`config.mk`:
```
export PLATFORM = sky130hd
export DESIGN_NAME = tun_cell
export DESIGN_NICKNAME = d
export VERILOG_FILES = /design/src/sv/tun_pkg.sv /design/src/sv/tun_cell.sv
export SDC_FILE = /design/constraint.sdc
export NUM_CORES = 2
export LEC_CHECK = 0
export BUFFER_PORTS_ARGS = -buffer_cell sky130_fd_sc_hd__buf_4
export CAP_MARGIN = 10
export CORE_AREA = 5 5 762 764
export DETAILED_ROUTE_END_ITERATION = 7
export DIE_AREA = 0 0 767 769
export PLACE_DENSITY_LB_ADDON = 0.2
export RECOVER_POWER = 50
export SYNTH_ARGS = -nofsm -noshare
export SYNTH_HDL_FRONTEND = slang
export SYNTH_SLANG_ARGS = --single-unit
```
`constraint.sdc`:
```
create_clock -name i_clk -period 9 [get_ports i_clk]
set_input_delay 0.9 -clock i_clk [delete_from_list [all_inputs] [get_ports i_clk]]
set_output_delay 0.9 -clock i_clk [all_outputs]
set_load 0.05 [all_outputs]
```
`src/sv/tun_pkg.sv`:
```
// Shared types and constants for the triangle unit-normal block.
// No dependencies; every file but tun_if refers to this package by scoped names.
package tun_pkg;

    localparam int COORD_BITS_DEF  = 24;
    localparam int NORMAL_BITS_DEF = 16;
    // Degenerate limit: |W|^2 <= 2^-EPS_SQ_SHIFT in real units.
    localparam int EPS_SQ_SHIFT    = 40;

    // Control that travels alongside each request through the pipeline.
    typedef struct packed {
        logic       valid;
        logic       degen;
        logic [2:0] neg;
    } t_ctl;

endpackage

```
`src/sv/tun_cell.sv`:
```
// One bit cell of the normalizing chain: settles bit BIT of each quotient.
// Depends on tun_pkg (t_ctl).
module tun_cell #(
    parameter int SW  = 132,
    parameter int N   = 16,
    parameter int BIT = 0
) (
    input  logic                 i_clk,
    input  logic                 i_rst_n,
    input  logic                 i_en,
    input  tun_pkg::t_ctl        i_ctl,
    input  logic [SW-1:0]        i_s,
    input  logic [2:0][SW-1:0]   i_d,
    input  logic [2:0][SW-1:0]   i_p,
    input  logic [2:0][N-1:0]    i_q,
    output tun_pkg::t_ctl        o_ctl,
    output logic [SW-1:0]        o_s,
    output logic [2:0][SW-1:0]   o_d,
    output logic [2:0][SW-1:0]   o_p,
    output logic [2:0][N-1:0]    o_q
);
    tun_pkg::t_ctl       r_ctl;
    logic [SW-1:0]       r_s;
    logic [2:0][SW-1:0]  r_d, r_p, n_d, n_p;
    logic [2:0][N-1:0]   r_q, n_q;
    logic [SW-1:0]       term [3];

    // (q + 2^b)^2 S - q^2 S = 2^(b+1) qS + 2^(2b) S; take the bit if it fits in D
    always_comb begin
        for (int l = 0; l < 3; l++) begin
            term[l] = (i_p[l] << (BIT + 1)) + (i_s << (2*BIT));
            if (term[l] <= i_d[l]) begin
                n_d[l] = i_d[l] - term[l];
                n_p[l] = i_p[l] + (i_s << BIT);
                n_q[l] = i_q[l] | (N'(1) << BIT);
            end else begin
                n_d[l] = i_d[l];
                n_p[l] = i_p[l];
                n_q[l] = i_q[l];
            end
        end
    end

    // Clear only the valid bit on reset; the rest of the control just follows.
    always_ff @(posedge i_clk) begin
        if (!i_rst_n) begin
            r_ctl.valid <= 1'b0;
        end else if (i_en) begin
            r_ctl <= i_ctl;
        end
    end

    always_ff @(posedge i_clk) begin
        if (i_en) begin
            r_s <= i_s;
            r_d <= n_d;
            r_p <= n_p;
            r_q <= n_q;
        end
    end

    assign o_ctl = r_ctl;
    assign o_s   = r_s;
    assign o_d   = r_d;
    assign o_p   = r_p;
    assign o_q   = r_q;
endmodule

```
==> run summary <==
The flow ran to the end, but the final reports show violations. The checks that failed: max-capacitance violations, max-slew violations. The share of synthesized area spent on multiplexers works out to 0.003899. Counting every instance in the synthesized netlist gives 14070.

For the minimum setup slack among reg-to-reg paths, the log shows 8.40 ns. After synthesis the cells add up to 0.1107 mm^2. The area growth from synthesis to layout is 27.53%. The worst-case IR drop observed on VDD is 0.1700 mV. Setup slack closes at 0.3051 ns. The synthesized netlist net count is 16240.

Commonest register cell after synthesis: edfxtp_1. The average cell area after synthesis was 7.868 um^2. Reg-to-reg endpoint: o_ctl[4]. 1957 I/O pins were placed.

In this run, post-CTS hold repair placed 0 buffers. The share of post-route cells with drive strength above 1 came out at 0.1543. Timing analysis after detailed placement gives a worst setup slack of -0.7179 ns. Among all stages on the critical path, the largest delay is contributed by o31ai_1. Setup repair after global routing left no endpoint under its margin. The sequential cell area fraction in the yosys report came out at 0.2649.

The share of synthesized registers carrying an async set or reset is 0. The minimum clock period after layout was 8.695 ns. After clock tree synthesis, the setup repair step added 0 buffers. The routed layout has 121800 vias. The fraction of the mapped netlist area in compound gates is 0.2895. In the layout the commonest cells are buf_4 (2080), nand2_1 (1885), a21oi_1 (1667).

By area, the combinational part of the netlist is dominated by compound AO/OA/AOI/OAI gates. The net count of the finished layout is 18260. For this block, the initial DRC count from the detailed router was 10130. Across the whole layout, storage elements account for 0.02933 mm^2.

The path category of the worst min-delay check was input port to register. The final wirelength was 797500 um; the depth of the worst hold-timing path was 1. For the worst setup path, the data required time is 9.65 ns. The slew at the pin with the worst max-slew slack was 5.448 ns. The Yosys step of the flow raised 0 warnings. In this run, synthesis produced a sequential element count of 977.

The global-route wire length before repair was 1045000 um; the leakage power figure was 0.05866 uW. The number of nets with antenna violations after routing is 0, and the number of vias per cell is 5.097. The relative slew slack is -2.632, and the worst-case clock skew is 0 ns. Setup violations remaining at the end of the flow were counted as 0.

The tools report the final sum of negative setup slack as 0 ns. The count of TritonRoute iterations in the first routing pass is 6. The H-tree was split into 4 levels.

At the worst endpoint, the arrival time is 9.34 ns. The final routed DRC violation total came out at 0. From bottom edge to top edge, the die measures 769 um. After clock tree synthesis, the repair step resized 0 gates. The highest fanout seen on the critical path works out to 28. Power spread over the standard cell area amounts to 239.8 mW/mm^2. The number of buffers created by CTS came out at 157. Endpoint of the worst hold path: o_q[44]. For the worst-skew pair, the clock arrives at the later sink with an insertion delay of 0.85 ns.

Once detailed placement completed, the half-perimeter wirelength came to 705700 um. Counting stages on the worst path, the most repeated cell is buf_12. The number of cells on the worst reg-to-reg path is 2.

At the end of routability-driven placement, the weighted congestion stood at 0.9716. The floorplan step defined a die boundary enclosing 0.5898 mm^2. Leaving out fill and tap cells, the most frequent cell in the layout is buf_4. Max-cap violations in this run came to 37.

STA classifies the critical path endpoint as a register. The largest net degree at the start of global routing was 118. The tools report the startpoint of the lowest-slack hold path as i_q[44].

The number of global-route vias before repair is 119800. The region available for standard cell placement spans 0.5722 mm^2. The count of port buffers added during placement works out to 1956. TritonCTS built the clock tree. The initial cell density of the core was 0.1935; the part of the cycle the worst path needs was 0.9661.

Class of the most critical setup path: input port to register. The launching element type of the critical path was an input port. The startpoint identified for the worst register-to-register timing path is o_ctl[4].

The clock slew at the register clock pins of the worst setup and hold paths works out to 0.06 ns. After synthesis, the netlist uses 104 different library cells. The x dimension of the die is 767 um, and the number of rows created at floorplan is 278. The longest clock path from root to sink contains 4 buffers. The xor and xnor fraction of the mapped netlist area came out at 0.09083. The tools report the final max-slew violation count as 850. For this run, the slowest stage of the critical path takes 0.63 ns. The number of flops mapped to enable cells by yosys is 976, and the maximum achievable frequency is 115.0 MHz. The final count of hold timing violations came out at 0. The total area of multi-input combinational cells is 0.07707 mm^2, and the post-detailed-route wirelength per cell is 33.38 um. The tightest hold path in the finished design has a slack of 0.1931 ns. The tools report the initial antenna violation count as 281. The filler cells instantiated in the layout total 63780. Clock tree synthesis selected as its root buffer the cell clkbuf_16.

The combined global-route utilization of all metal layers came out at 0.2562. For the count of clock tree sinks, the log shows 977. The synthesized-area fraction occupied by and/or/nand/nor cells is 0.1762, and the total congestion overflow is 0. The adder-cell share of the synthesized area came out at 0.1349.
cells by family after synthesis:
family          count (synthesis)
compound gates               5309
xor+xnor                     1148
fa+ha+maj                    1188
buf+inv                      1145
flops                         977
mux                            39
simple gates                 4264
stage by stage:
stage               power [uW]  utilization  area, um^2  std cells
floorplan                19020            -      110700      14070
global placement         27860       0.2403      137500      23490
detailed placement       27730       0.2404      137500      23500
CTS                      34450       0.2494      142700      23770
global route             35590       0.2466      141100      23850
finish                   33850       0.2467      141200      23890
report_power, final:
group,switching [uW],leakage [uW],internal [uW]
Sequential,667,0.00953,6500
Clock,2610,0.00249,3820
Combinational,14100,0.0466,6110
Total,17400,0.0587,16400
final cells by class:
cell class | count | area share
Multi-Input combinational cell | 11950 | 0.5459
Sequential cell | 977 | 0.2077
Timing Repair Buffer | 2631 | 0.1307
Tap cell | 7560 | 0.06700
Clock buffer | 184 | 0.02899
Inverter | 379 | 0.01008
Clock inverter | 94 | 0.007436
Antenna cell | 118 | 0.002092
flip-flops by register name, indices dropped and copies added (netlist names):
| signal | count |
|---|---|
| o_ctl | 5 |
| o_q | 48 |
| o_p | 396 |
| o_d | 396 |
| o_s | 132 |
metal layers:
metal | GRT usage | vias up | part of all wire
li1 | - | 56440 | -
met1 | 0.3338 | 59540 | 0.44
met2 | 0.3999 | 4759 | 0.44
met3 | 0.05946 | 986 | 0.077
met4 | 0.1189 | 60 | 0.052
met5 | 0 | - | 0.00045
cell usage after synthesis (all sizes together), types with 35 or more instances:
cell    number  area [um^2]
a211oi      67        503.0
a21boi      68        514.3
a21o       758         5690
a21oi     1667         8343
a221o       35        350.3
a221oi      56        496.7
a31oi      155        969.7
and2        60        376.6
and3        57        356.6
buf         68        359.1
clkbuf     698         2620
edfxtp     976        29310
ha        1179        14750
inv        379         1423
nand2     1885         7076
nand2b     104        650.6
nand3      198        996.0
nand4      491         3078
nor2       858         3221
nor2b      106        663.1
nor3       232         1161
nor4        66        419.2
o211ai      47        352.8
o21a       129        968.4
o21ai     1632         8175
o21bai     347         2609
o31ai       92        704.4
or2         39        244.0
or3         65        406.6
xnor2      683         5982
xor2       465         4073
critical path, delay by kind of cell:
family / cells / cell delay, ns
AOI/OAI and AO/OA: 17 / 4.10
buffers and inverters: 8 / 1.97
xor gates and xnor gates: 1 / 0.18
and+or+nand+nor: 6 / 1.34
adders and majority gates: 2 / 0.73
worst max path at each step:
stage / start / end / depth (start not counted)
final: i_s[4] / o_p[268] / 34
after global routing: i_s[60] / o_p[0] / 26
after CTS: i_s[33] / o_p[217] / 35
after detailed placement: i_s[33] / o_p[217] / 35
after global placement: i_p[278] / o_p[354] / 33
after floorplan: i_s[1] / o_p[100] / 31
Note: power is estimated with default switching activity, not from simulation.
